<file path="src/sv/sdla_pkg.sv">
// Shared types, constants and helpers for the S-box analyser core.
// Depends on nothing; every other file of the block but sdla_ram refers to it by scoped names.
`default_nettype none
package sdla_pkg;

  localparam int unsigned IN_BITS  = 4;
  localparam int unsigned OUT_BITS = 4;
  localparam int unsigned IN_SIZE  = 1 << IN_BITS;
  localparam int unsigned OUT_SIZE = 1 << OUT_BITS;
  localparam int unsigned CNT_W    = IN_BITS + 1;
  localparam int unsigned WAL_W    = IN_BITS + 2;
  localparam int unsigned DEG_W    = 3;

  localparam logic [1:0] MODE_LOAD    = 2'd0;
  localparam logic [1:0] MODE_ANALYZE = 2'd1;
  localparam logic [1:0] MODE_QUERY   = 2'd2;

  typedef struct packed {
    logic                wr;
    logic [IN_BITS-1:0]  wr_addr;
    logic [OUT_BITS-1:0] wr_data;
    logic                step;
    logic [IN_BITS-1:0]  x;
    logic [IN_BITS-1:0]  a;
    logic                first;
    logic                last;
    logic                clear;
    logic                cap;
    logic                query;
    logic [OUT_BITS-1:0] col;
  } sdla_cmd_t;

  function automatic logic [DEG_W-1:0] weight(input logic [IN_BITS-1:0] v);
    logic [DEG_W-1:0] w;
    w = '0;
    for (int i = 0; i < IN_BITS; i++) begin
      w = w + DEG_W'(v[i]);
    end
    return w;
  endfunction

endpackage
`default_nettype wire

</file>
<file path="src/sv/sdla_ram.sv">
// Generic RAM with one write port and two registered read ports.
// Stand-alone; holds the loaded S-box table.
`default_nettype none
module sdla_ram #(
  parameter int unsigned WIDTH = 4,
  parameter int unsigned DEPTH = 16
) (
  input  wire logic                     clk_i,
  input  wire logic                     we_i,
  input  wire logic [$clog2(DEPTH)-1:0] waddr_i,
  input  wire logic [WIDTH-1:0]         wdata_i,
  input  wire logic [$clog2(DEPTH)-1:0] raddr_a_i,
  input  wire logic [$clog2(DEPTH)-1:0] raddr_b_i,
  output logic      [WIDTH-1:0]         rdata_a_o,
  output logic      [WIDTH-1:0]         rdata_b_o
);

  logic [WIDTH-1:0] mem_q [DEPTH];

  always_ff @(posedge clk_i) begin
    if (we_i) begin
      mem_q[waddr_i] <= wdata_i;
    end
    rdata_a_o <= mem_q[raddr_a_i];
    rdata_b_o <= mem_q[raddr_b_i];
  end

endmodule
`default_nettype wire

</file>
<file path="src/sv/sdla_ctrl.sv">
// Controller of the S-box analyser: handshakes and sweep sequencing.
// Uses sdla_pkg for the command struct and mode codes.
`default_nettype none
module sdla_ctrl (
  input  wire logic                         clk_i,
  input  wire logic                         rst_ni,
  input  wire logic                         in_valid_i,
  output logic                              in_stall_o,
  input  wire logic [1:0]                   mode_i,
  input  wire logic [sdla_pkg::IN_BITS-1:0] entry_index_i,
  input  wire logic [sdla_pkg::OUT_BITS-1:0] entry_value_i,
  input  wire logic [sdla_pkg::IN_BITS-1:0] row_sel_i,
  input  wire logic [sdla_pkg::OUT_BITS-1:0] col_sel_i,
  output logic                              out_valid_o,
  input  wire logic                         out_stall_i,
  output sdla_pkg::sdla_cmd_t               cmd_o
);

  localparam logic [2:0] S_IDLE  = 3'd0;
  localparam logic [2:0] S_SWEEP = 3'd1;
  localparam logic [2:0] S_DRAIN = 3'd2;
  localparam logic [2:0] S_FOLD  = 3'd3;
  localparam logic [2:0] S_CAP   = 3'd4;

  localparam logic [sdla_pkg::IN_BITS-1:0] IdxMax = '1;

  logic [2:0]                       state_q, state_d;
  logic [sdla_pkg::IN_BITS-1:0]     a_q, a_d, x_q, x_d;
  logic                             query_q, query_d;
  logic [sdla_pkg::OUT_BITS-1:0]    col_q, col_d;
  logic                             out_vld_q, out_vld_d;
  logic                             in_acc, cap;

  assign in_stall_o  = (state_q != S_IDLE);
  assign in_acc      = in_valid_i & ~in_stall_o;
  assign cap         = (state_q == S_CAP) & ~(out_vld_q & out_stall_i);
  assign out_valid_o = out_vld_q;

  always_comb begin
    state_d   = state_q;
    a_d       = a_q;
    x_d       = x_q;
    query_d   = query_q;
    col_d     = col_q;
    out_vld_d = cap | (out_vld_q & out_stall_i);
    case (state_q)
      S_IDLE: begin
        if (in_acc && mode_i == sdla_pkg::MODE_ANALYZE) begin
          a_d     = '0;
          x_d     = '0;
          query_d = 1'b0;
          state_d = S_SWEEP;
        end else if (in_acc && mode_i == sdla_pkg::MODE_QUERY) begin
          a_d     = row_sel_i;
          x_d     = '0;
          query_d = 1'b1;
          col_d   = col_sel_i;
          state_d = S_SWEEP;
        end
      end
      S_SWEEP: begin
        x_d = x_q + 1'b1;
        if (x_q == IdxMax) begin
          if (query_q || a_q == IdxMax) begin
            state_d = S_DRAIN;
          end else begin
            a_d = a_q + 1'b1;
          end
        end
      end
      S_DRAIN: state_d = S_FOLD;
      S_FOLD:  state_d = S_CAP;
      S_CAP: begin
        if (cap) begin
          state_d = S_IDLE;
        end
      end
      default: state_d = S_IDLE;
    endcase
  end

  always_comb begin
    cmd_o         = '0;
    cmd_o.wr      = in_acc && (mode_i == sdla_pkg::MODE_LOAD);
    cmd_o.wr_addr = entry_index_i;
    cmd_o.wr_data = entry_value_i;
    cmd_o.step    = (state_q == S_SWEEP);
    cmd_o.x       = x_q;
    cmd_o.a       = a_q;
    cmd_o.first   = (x_q == '0);
    cmd_o.last    = (x_q == IdxMax);
    cmd_o.clear   = (state_q == S_SWEEP) && !query_q && (a_q == '0) && (x_q == '0);
    cmd_o.cap     = cap;
    cmd_o.query   = query_q;
    cmd_o.col     = col_q;
  end

  always_ff @(posedge clk_i or negedge rst_ni) begin
    if (!rst_ni) begin
      state_q   <= S_IDLE;
      a_q       <= '0;
      x_q       <= '0;
      query_q   <= 1'b0;
      col_q     <= '0;
      out_vld_q <= 1'b0;
    end else begin
      state_q   <= state_d;
      a_q       <= a_d;
      x_q       <= x_d;
      query_q   <= query_d;
      col_q     <= col_d;
      out_vld_q <= out_vld_d;
    end
  end

endmodule
`default_nettype wire

</file>
<file path="src/sv/sdla_dp.sv">
// Datapath of the S-box analyser: table RAM, per-mask lanes, row folds and result register.
// Uses sdla_pkg and instantiates sdla_ram.
`default_nettype none
module sdla_dp (
  input  wire logic                              clk_i,
  input  wire logic                              rst_ni,
  input  wire sdla_pkg::sdla_cmd_t               cmd_i,
  output logic [sdla_pkg::CNT_W-1:0]             ddt_count_o,
  output logic signed [sdla_pkg::WAL_W-1:0]      lat_value_o,
  output logic [sdla_pkg::CNT_W-1:0]             diff_uniformity_o,
  output logic [sdla_pkg::CNT_W-1:0]             linearity_o,
  output logic [sdla_pkg::DEG_W-1:0]             min_degree_o
);

  localparam int unsigned IB = sdla_pkg::IN_BITS;
  localparam int unsigned OB = sdla_pkg::OUT_BITS;
  localparam int unsigned NL = sdla_pkg::OUT_SIZE;
  localparam int unsigned LV = OB;
  localparam int unsigned CW = sdla_pkg::CNT_W;
  localparam int unsigned WW = sdla_pkg::WAL_W;
  localparam int unsigned DW = sdla_pkg::DEG_W;

  logic [OB-1:0] s_x, s_xa;

  sdla_ram #(
    .WIDTH(OB),
    .DEPTH(sdla_pkg::IN_SIZE)
  ) u_table (
    .clk_i    (clk_i),
    .we_i     (cmd_i.wr),
    .waddr_i  (cmd_i.wr_addr),
    .wdata_i  (cmd_i.wr_data),
    .raddr_a_i(cmd_i.x),
    .raddr_b_i(cmd_i.x ^ cmd_i.a),
    .rdata_a_o(s_x),
    .rdata_b_o(s_xa)
  );

  logic          p_vld_q, p_first_q, p_last_q, rd_q;
  logic [IB-1:0] p_x_q, p_a_q, ra_q;

  logic [CW-1:0]        cnt_q  [NL];
  logic signed [WW-1:0] acc_q  [NL];
  logic                 coef_q [NL];
  logic [DW-1:0]        deg_q  [NL];
  logic [CW-1:0]        du_q, lin_q;

  logic [CW-1:0] cmax [LV+1][NL];
  logic [CW-1:0] amax [LV+1][NL];
  logic [DW-1:0] dmin [LV+1][NL];
  logic [OB-1:0] diff;
  logic          in_par, subset;
  logic [DW-1:0] row_w;

  assign diff   = s_x ^ s_xa;
  assign in_par = ^(p_a_q & p_x_q);
  assign subset = ((p_x_q & ~p_a_q) == '0);
  assign row_w  = sdla_pkg::weight(ra_q);

  // Registered lanes are folded through small max/min trees.
  always_comb begin
    for (int b = 0; b < NL; b++) begin
      cmax[0][b] = cnt_q[b];
      if (b == 0) begin
        amax[0][b] = '0;
        dmin[0][b] = '1;
      end else begin
        amax[0][b] = acc_q[b][WW-1] ? CW'(-acc_q[b]) : CW'(acc_q[b]);
        dmin[0][b] = deg_q[b];
      end
    end
    for (int l = 0; l < LV; l++) begin
      for (int i = 0; i < NL; i++) begin
        if (i < (NL >> (l + 1))) begin
          cmax[l+1][i] = (cmax[l][2*i] > cmax[l][2*i+1]) ? cmax[l][2*i] : cmax[l][2*i+1];
          amax[l+1][i] = (amax[l][2*i] > amax[l][2*i+1]) ? amax[l][2*i] : amax[l][2*i+1];
          dmin[l+1][i] = (dmin[l][2*i] < dmin[l][2*i+1]) ? dmin[l][2*i] : dmin[l][2*i+1];
        end else begin
          cmax[l+1][i] = '0;
          amax[l+1][i] = '0;
          dmin[l+1][i] = '0;
        end
      end
    end
  end

  always_ff @(posedge clk_i or negedge rst_ni) begin
    if (!rst_ni) begin
      p_vld_q <= 1'b0;
      rd_q    <= 1'b0;
    end else begin
      p_vld_q <= cmd_i.step;
      rd_q    <= p_vld_q & p_last_q;
    end
  end

  always_ff @(posedge clk_i) begin
    p_x_q     <= cmd_i.x;
    p_a_q     <= cmd_i.a;
    p_first_q <= cmd_i.first;
    p_last_q  <= cmd_i.last;
    ra_q      <= p_a_q;
    if (p_vld_q) begin
      for (int b = 0; b < NL; b++) begin
        logic hit, sgn, f;
        hit = (diff == OB'(b));
        f   = ^(OB'(b) & s_x);
        sgn = in_par ^ f;
        cnt_q[b]  <= (p_first_q ? '0 : cnt_q[b]) + CW'(hit);
        acc_q[b]  <= (p_first_q ? '0 : acc_q[b]) + (sgn ? -WW'(1) : WW'(1));
        coef_q[b] <= (p_first_q ? 1'b0 : coef_q[b]) ^ (subset & f);
      end
    end
    if (cmd_i.clear) begin
      du_q  <= '0;
      lin_q <= '0;
      for (int b = 0; b < NL; b++) begin
        deg_q[b] <= '0;
      end
    end else if (rd_q) begin
      if (ra_q != '0 && cmax[LV][0] > du_q) begin
        du_q <= cmax[LV][0];
      end
      if (amax[LV][0] > lin_q) begin
        lin_q <= amax[LV][0];
      end
      for (int b = 0; b < NL; b++) begin
        if (coef_q[b] && row_w > deg_q[b]) begin
          deg_q[b] <= row_w;
        end
      end
    end
    if (cmd_i.cap) begin
      if (cmd_i.query) begin
        ddt_count_o       <= cnt_q[cmd_i.col];
        lat_value_o       <= acc_q[cmd_i.col];
        diff_uniformity_o <= '0;
        linearity_o       <= '0;
        min_degree_o      <= '0;
      end else begin
        ddt_count_o       <= '0;
        lat_value_o       <= '0;
        diff_uniformity_o <= du_q;
        linearity_o       <= lin_q;
        min_degree_o      <= dmin[LV][0];
      end
    end
  end

endmodule
`default_nettype wire

</file>
<file path="src/sv/sbox_differential_linear_analyzer_core.sv">
// Top level of the 4-bit S-box analyser: controller plus datapath.
// Load beat: one table write. Query: 16 table reads. Analyse: 256 reads (16 rows
// of 16 entries); the two-port table RAM reads one entry pair a cycle. One item at
// a time: after a query or analysis, the next beat is taken in the cycle after the
// result is registered. Reset clears the control state only; table entries are
// undefined until loaded.
`default_nettype none
module sbox_differential_linear_analyzer_core (
  input  wire logic                               clk_i,
  input  wire logic                               rst_ni,
  input  wire logic                               in_valid_i,
  output logic                                    in_stall_o,
  input  wire logic [1:0]                         mode_i,
  input  wire logic [sdla_pkg::IN_BITS-1:0]       entry_index_i,
  input  wire logic [sdla_pkg::OUT_BITS-1:0]      entry_value_i,
  input  wire logic [sdla_pkg::IN_BITS-1:0]       row_sel_i,
  input  wire logic [sdla_pkg::OUT_BITS-1:0]      col_sel_i,
  output logic                                    out_valid_o,
  input  wire logic                               out_stall_i,
  output logic [sdla_pkg::CNT_W-1:0]              ddt_count_o,
  output logic signed [sdla_pkg::WAL_W-1:0]       lat_value_o,
  output logic [sdla_pkg::CNT_W-1:0]              diff_uniformity_o,
  output logic [sdla_pkg::CNT_W-1:0]              linearity_o,
  output logic [sdla_pkg::DEG_W-1:0]              min_degree_o
);

  // Depends on sdla_pkg, sdla_ctrl, sdla_dp and sdla_ram.
  // The controller walks rows (input difference / mask) and entries; the
  // datapath keeps one lane per output mask, folding each finished row into
  // running maxima and per-component degrees. The result register lets a
  // load beat be taken while a result beat is still waiting.
  sdla_pkg::sdla_cmd_t cmd;

  sdla_ctrl u_ctrl (
    .clk_i        (clk_i),
    .rst_ni       (rst_ni),
    .in_valid_i   (in_valid_i),
    .in_stall_o   (in_stall_o),
    .mode_i       (mode_i),
    .entry_index_i(entry_index_i),
    .entry_value_i(entry_value_i),
    .row_sel_i    (row_sel_i),
    .col_sel_i    (col_sel_i),
    .out_valid_o  (out_valid_o),
    .out_stall_i  (out_stall_i),
    .cmd_o        (cmd)
  );

  sdla_dp u_dp (
    .clk_i            (clk_i),
    .rst_ni           (rst_ni),
    .cmd_i            (cmd),
    .ddt_count_o      (ddt_count_o),
    .lat_value_o      (lat_value_o),
    .diff_uniformity_o(diff_uniformity_o),
    .linearity_o      (linearity_o),
    .min_degree_o     (min_degree_o)
  );

endmodule
`default_nettype wire

</file>
<file path="config.mk">
export PLATFORM = sky130hd
export DESIGN_NAME = sbox_differential_linear_analyzer_core
export DESIGN_NICKNAME = d
export VERILOG_FILES = /design/src/sv/sdla_pkg.sv /design/src/sv/sdla_ram.sv /design/src/sv/sdla_ctrl.sv /design/src/sv/sdla_dp.sv /design/src/sv/sbox_differential_linear_analyzer_core.sv
export SDC_FILE = /design/constraint.sdc
export NUM_CORES = 1
export LEC_CHECK = 0
export ABC_AREA = 0
export BUFFER_PORTS_ARGS = -buffer_cell sky130_fd_sc_hd__buf_2
export CAP_MARGIN = 25
export CORE_AREA = 3 3 278 280
export CTS_CLUSTER_DIAMETER = 40
export DETAILED_ROUTE_END_ITERATION = 7
export DIE_AREA = 0 0 281 283
export PLACE_DENSITY = 0.54
export SLEW_MARGIN = 20
export SYNTH_ARGS = -nofsm -noshare
export SYNTH_HDL_FRONTEND = slang
export SYNTH_HIERARCHICAL = 1
export SYNTH_SLANG_ARGS = --single-unit
</file>
<file path="constraint.sdc">
create_clock -name clk_i -period 9.7 [get_ports clk_i]
set_input_delay 1.94 -clock clk_i [delete_from_list [all_inputs] [get_ports clk_i]]
set_output_delay 1.94 -clock clk_i [all_outputs]
set_load 0.05 [all_outputs]
</file>
==> results of run 1 <==
[layout by cell type, fill, tap and decap left out, types with 6 or more instances in the layout]
master,instances
inv_6,14
and2_1,19
clkbuf_1,11
o21bai_1,20
mux4_1,28
edfxtp_1,324
nand3b_1,10
dfrtp_1,16
o21a_1,26
o221ai_1,6
a21o_1,32
and3_1,17
a22oi_1,10
clkinv_2,11
ha_1,359
xnor2_1,134
nand3_1,96
a41o_1,6
nand2b_1,71
a211oi_1,17
o21ai_0,63
mux2i_1,106
fa_1,17
o31ai_1,15
xor2_1,91
mux4_2,59
buf_4,18
nor2_1,233
nand2_1,132
buf_2,47
clkbuf_16,80
o211ai_1,15
a21oi_1,148
o2111ai_1,10
inv_1,317
nor3_1,10
nor2b_1,137
mux2_2,25
dfxtp_1,31
bufinv_16,12
[metal layers]
metal | wire, um | global-route usage | part of all wire | vias to the layer above
met2 | 34300 | 0.301 | 0.47 | 351
met4 | 1130 | 0.0462 | 0.016 | 0
li1 | - | - | - | 10070
met5 | 0 | 0 | 0 | -
met1 | 34200 | 0.250 | 0.47 | 10120
met3 | 2660 | 0.0243 | 0.037 | 86
[kinds of logic (layout without fill, tap and decap cells)]
group	Yosys count	after routing	synth area share
AOI/OAI and AO/OA	424	424	0.0935
xor gates and xnor gates	231	231	0.0715
adders and majority gates	376	376	0.165
buffers and inverters	386	533	0.0538
DFF	375	375	0.370
muxes	223	223	0.119
and+or+nand+nor	751	751	0.127
[worst max-delay path: cells and delay by family, from the launching register on]
family	cells	cell delay, ns
AO/OA/AOI/OAI	26	4.96
flip-flops	1	0.47
XOR/XNOR	1	0.22
adder cells (fa/ha/maj)	5	1.45
buffers and inverters	3	0.34
multiplexers	2	0.77
AND/OR/NAND/NOR	5	0.73
[final cells by class]
class,instances,area share
clock buffers,92,0.0616
clock inverters,58,0.0238
inverters,317,0.0356
multi-input cells,2005,0.506
flip-flops and latches,375,0.325
well taps,969,0.0363
repair buffers,66,0.0117
[cells in the mapped netlist, types with 59 or more instances]
master / instances
edfxtp_1: 324
nand2_1: 132
a21oi_1: 150
o21ai_0: 66
xor2_1: 92
ha_1: 359
mux4_2: 59
mux2i_1: 107
xnor2_1: 134
nand2b_1: 71
nor2b_1: 137
nand3_1: 96
inv_1: 317
nor2_1: 233
[sequential cells by signal, summed over array words and instances, names as in the netlist, 3 cells and up]
signal,cells
u_dp/acc_q,96
u_dp/cnt_q,80
u_dp/u_table/mem_q,64
u_dp/deg_q,45
u_dp/coef_q,15
u_dp/lat_value_o,6
u_dp/ddt_count_o,5
u_dp/diff_uniformity_o,5
u_dp/du_q,5
u_dp/lin_q,5
u_dp/linearity_o,5
u_ctrl/a_q,4
u_ctrl/col_q,4
u_ctrl/x_q,4
u_dp/p_a_q,4
u_dp/p_x_q,4
u_dp/ra_q,4
u_dp/u_table/rdata_a_o,4
u_dp/u_table/rdata_b_o,4
u_ctrl/state_q,3
u_dp/min_degree_o,3
[per-stage QoR]
| stage | hold slack (ns) | utilization | cell area [um2] | worst slack (ns) | std cells |
|---|---|---|---|---|---|
| 6_report | 0.383 | 0.447 | 33400 | 0.600 | 3882 |
| 5_1_grt | 0.406 | 0.447 | 33400 | -0.0409 | 3882 |
| 4_1_cts | 0.387 | 0.447 | 33400 | 0.304 | 3882 |
| 3_5_place_dp | 0.372 | 0.409 | 30500 | 0.364 | 3732 |
| 3_3_place_gp | 0.369 | 0.409 | 30500 | 0.645 | 3731 |
| 2_1_floorplan | 0.351 | - | 29300 | 1.41 | 2766 |
[path summary, 6_finish.rpt]
check	to	startpoint
setup / recovery	u_dp/lin_q[4]	u_dp/acc_q[4][2]
hold / removal	u_dp/ra_q[2]	u_dp/p_a_q[2]
setup reg to reg	u_dp/lin_q[4]	u_dp/acc_q[4][2]
hold reg to reg	u_dp/ra_q[2]	u_dp/p_a_q[2]
max in group asynchronous	u_ctrl/col_q[0]	rst_ni
min in group asynchronous	u_ctrl/a_q[1]	rst_ni
==> key figures, run 1 <==
Die
  • Core area: 0.0747 mm2
  • Die H: 283 um
  • Initial Utilization: 0.392
  • Site Rows: 100
  • Die area: 0.0795 mm2
  • I/O pins: 48
  • Die W: about 280 um

Timing
  • Final TNS setup: 0 ns
  • Crit share post-route: 0.938
  • Final hold viol count: 0
  • Worst-margin pin slew: 1.00 ns
  • Setup-failing EPs final: 0
  • Peak Freq: between 100 and 150 MHz
  • Minimum clock period: 9.10 ns
  • Worst clock skew: ~0.044 ns
  • Slew HR: 0.332
  • Final max-slew violation count: 0

Routing
  • DR vias: between 20k and 25k
  • DR WL/cell: 18.6 um
  • DR iter-0 viols: ~1.2k
  • Via-to-Cell Ratio: roughly 5.3
  • Drc violations: 0
  • Final ANT Viol Nets: 0
  • DRT Pass-1 Iters: 5
  • Wirelength, routed: 72300 um

Synthesis
  • Gate Count Post-Synth: approximately 2.8k
  • Average size of a mapped cell: 10.6 um2
  • Register area share after synthesis: 0.370
  • Syn. warnings: 6
  • Post-synth EDFFs: 324
  • Yosys cell types: 80
  • Mapped Nets: 3164
  • Top cells by area, synth: edfxtp_1, ha_1, mux4_2
  • Yosys top cell area share: 0.332
  • Post-synthesis async set-or-reset flop share: 0.0507
  • Yosys reg bits: roughly 380
  • Area leader, netlist: edfxtp_1
  • Predominant post-synthesis flop cell: edfxtp_1
  • Mapped Area: between 0.02 and 0.03 mm2

Layout
  • Layout Area Growth over Synthesis: 14.1%
  • Multi-input combinational cell area: 0.0169 mm2
  • Ant. Diodes: 0
  • Nets@finish: 3243
  • Sequential Area: 0.0109 mm2
  • Share of cells above drive strength 1: 0.110
  • Filler instances: 6838

GRT
  • Largest net degree at the start of global routing: approximately 160
  • Initial antenna violation count: 1
  • Global-route usage over all layers: 0.182
  • Number of global-route vias before repair: 21.2k
  • First-pass GRT wire length: 115000 um
  • Congestion Overflow GR: 0

Flow run
  • # Max-Cap Violations: 0

Status
  • Outcome: complete, no violations

Clocking
  • Clock Tree Root: clkbuf_16
  • Worst-Skew Late Latency: ~0.63 ns
  • Clock transition at path regs: 0.06 ns
  • H-tree depth: 3
  • Number of setup buffers added after CTS: 0
  • Clock tree sinks: 375
  • CTS Hold Buffers Added: 0
  • CTS Buf Count: 80
  • CTS resizes: 0
  • CTS Buffer Depth: 3
  • CTS tree: built

Critical path
  • WP data required: 10.21 ns
  • Slowest Stage Delay on Critical Path: 0.47 ns
  • Worst Path Max Fanout: 10
  • Critical path capture point type: register
  • R2R depth: 42
  • Worst Setup Start Kind: register
  • CP arrival: 9.61 ns
  • Worst path slowest cell: edfxtp_1
  • Setup Crit Path Kind: reg -> reg
  • FF-to-FF setup slack: 0.60 ns

Placed design
  • Gpl congestion: approximately 0.86
  • Hpwl dp: 53400 um
  • PortBufs: between 40 and 50

Hold path
  • Hold Crit Depth: 0
  • HP Class: reg -> reg
Power of run 1 is not shown: default switching activity piles up to over one toggle a cycle in this logic, so the estimate is an artifact.
==> run 2: changes to the inputs <==
Settings changed: RECOVER_POWER from default to 25.
==> run 2 against run 1 <==
  * The flow now finishes with violations (max-capacitance violations, max-slew violations)
  * Non-clock buffer count stayed put
  * Flip-flop and latch count did not move
  * Sequential share of layout area is essentially flat
  * Maximum frequency is 0.12% higher
  * Register-to-register slack hardly changed
  * Die area unchanged
  * Clock skew hardly changed
  * Critical path type unchanged
  * Highest routed layer unchanged
==> key figures, run 2 (synthesis results as in run 1) <==
Status
  • Outcome: complete, but fails checks
  • Failing checks: max-capacitance violations, max-slew violations

Clocking
  • CTS Buffer Depth: 3
  • CTS tree: built
  • Clock transition at path regs: 0.06 ns
  • Clock tree sinks: 375
  • CTS Buf Count: 80
  • CTS resizes: 0
  • H-tree depth: 3
  • Number of setup buffers added after CTS: 0
  • Worst-Skew Late Latency: 0.63 ns
  • Clock Tree Root: clkbuf_16
  • CTS Hold Buffers Added: 0

Timing
  • Hold Slack: roughly 0.38 ns
  • Slew HR: -0.932
  • Worst clock skew: 0.0448 ns
  • Setup-failing EPs final: 0
  • Final TNS setup: 0 ns
  • Final hold viol count: 0
  • Minimum clock period: 9.09 ns
  • Worst-margin pin slew: 2.89 ns
  • Peak Freq: approximately 110 MHz
  • Crit share post-route: 0.937
  • Final max-slew violation count: 164

Placed design
  • PortBufs: 47
  • Hpwl dp: 53400 um
  • Gpl congestion: 0.863

Die
  • Core area: 0.0747 mm2
  • I/O pins: 48
  • Initial Utilization: 0.392
  • Site Rows: 100
  • Die H: 283 um
  • Die area: 0.0795 mm2
  • Die W: 281 um

Layout
  • Layout Area Growth over Synthesis: 14.0%
  • Top reg by flops: u_dp/acc_q
  • Share of cells above drive strength 1: 0.106
  • Regs by FF count: u_dp/acc_q (96), u_dp/cnt_q (80), u_dp/u_table/mem_q (64)
  • Commonest cells after routing, fill and taps aside: ha_1, edfxtp_1, inv_1
  • Ant. Diodes: 0
  • Filler instances: 6847
  • Nets@finish: ~3.2k
  • Commonest non-fill, non-tap cell in the layout: ha_1
  • Largest register FFs: 96

Critical path
  • Setup Crit Path Kind: reg -> reg
  • Worst path slowest cell: edfxtp_1
  • Slowest Stage Delay on Critical Path: 0.47 ns
  • Worst Path Max Fanout: 10
  • R2r startpoint: u_dp/acc_q[4][2]
  • WP data required: 10.21 ns
  • Crit path from: u_dp/acc_q[4][2]
  • Critical path capture point type: register
  • Worst Setup Start Kind: register
  • CP arrival: 9.60 ns
  • Buf/Inv on CP: 3
  • Top delay family on crit path: compound AO/OA/AOI/OAI gates

Hold path
  • HP Class: reg -> reg
  • Hold_sp: u_dp/p_a_q[2]

Routing
  • DRT Pass-1 Iters: 5
  • DR iter-0 viols: ~1.1k
  • DR vias: 20.6k
  • Final ANT Viol Nets: 0
  • Drc violations: 0
  • DR WL/cell: between 15 and 20 um
  • Via-to-Cell Ratio: 5.32
  • Wirelength, routed: 72300 um

GRT
  • GR peak layer: met2
  • Initial antenna violation count: 1
  • First-pass GRT wire length: 115000 um
  • Congestion Overflow GR: 0
  • Number of global-route vias before repair: 21.2k
  • Global-route usage over all layers: 0.182
  • Global Route met2 Usage: 0.301
  • Met1 Use GR: 0.250
  • GR Layer Usage met3: 0.0243
  • Largest net degree at the start of global routing: approximately 160

Flow run
  • # Max-Cap Violations: 4
==> run 2: cell count changes in the layout (fill, tap and decap cells not counted), sizes merged <==
cell / previous run / this run
buf: 66 / 57
clkbuf: 92 / 101
==> run 2: per-stage QoR <==
| stage | utilization | area, um2 | setup WS, ns | instances |
|---|---|---|---|---|
| 2_1_floorplan | - | 29300 | 1.41 | 2766 |
| 3_5_place_dp | 0.409 | 30500 | 0.364 | 3732 |
| 3_3_place_gp | 0.409 | 30500 | 0.645 | 3731 |
| 5_1_grt | 0.447 | 33400 | -0.0409 | 3882 |
| 4_1_cts | 0.447 | 33400 | 0.304 | 3882 |
| 6_report | 0.447 | 33400 | 0.611 | 3882 |
==> run 2: final timing paths <==
check                                   to  slack, ns  cells past startpoint
min reg2reg                   u_dp/ra_q[2]       0.38                      0
min                           u_dp/ra_q[2]       0.38                      0
max reg2reg                  u_dp/lin_q[4]       0.61                     42
max in group asynchronous  u_ctrl/col_q[0]       7.15                      1
min in group asynchronous    u_ctrl/a_q[1]       1.60                      1
max                          u_dp/lin_q[4]       0.61                     42
==> run 2: layer usage <==
| layer | part of all wire | vias to the layer above |
|---|---|---|
| met2 | 0.47 | 358 |
| met3 | 0.037 | 84 |
| li1 | - | 10071 |
| met5 | 0 | - |
| met1 | 0.47 | 10120 |
| met4 | 0.016 | 0 |
==> run 2: layout make-up <==
class,count,area [um2],share of cell area
tap,969,1210,0.0363
sequential,375,10800,0.325
inverter,317,1190,0.0356
clock buffer,92,2060,0.0616
timing repair buffer,66,372,0.0111
clock inverter,58,795,0.0238
multi-input combinational,2005,16900,0.507
Power of run 2 is left out for the same reason.
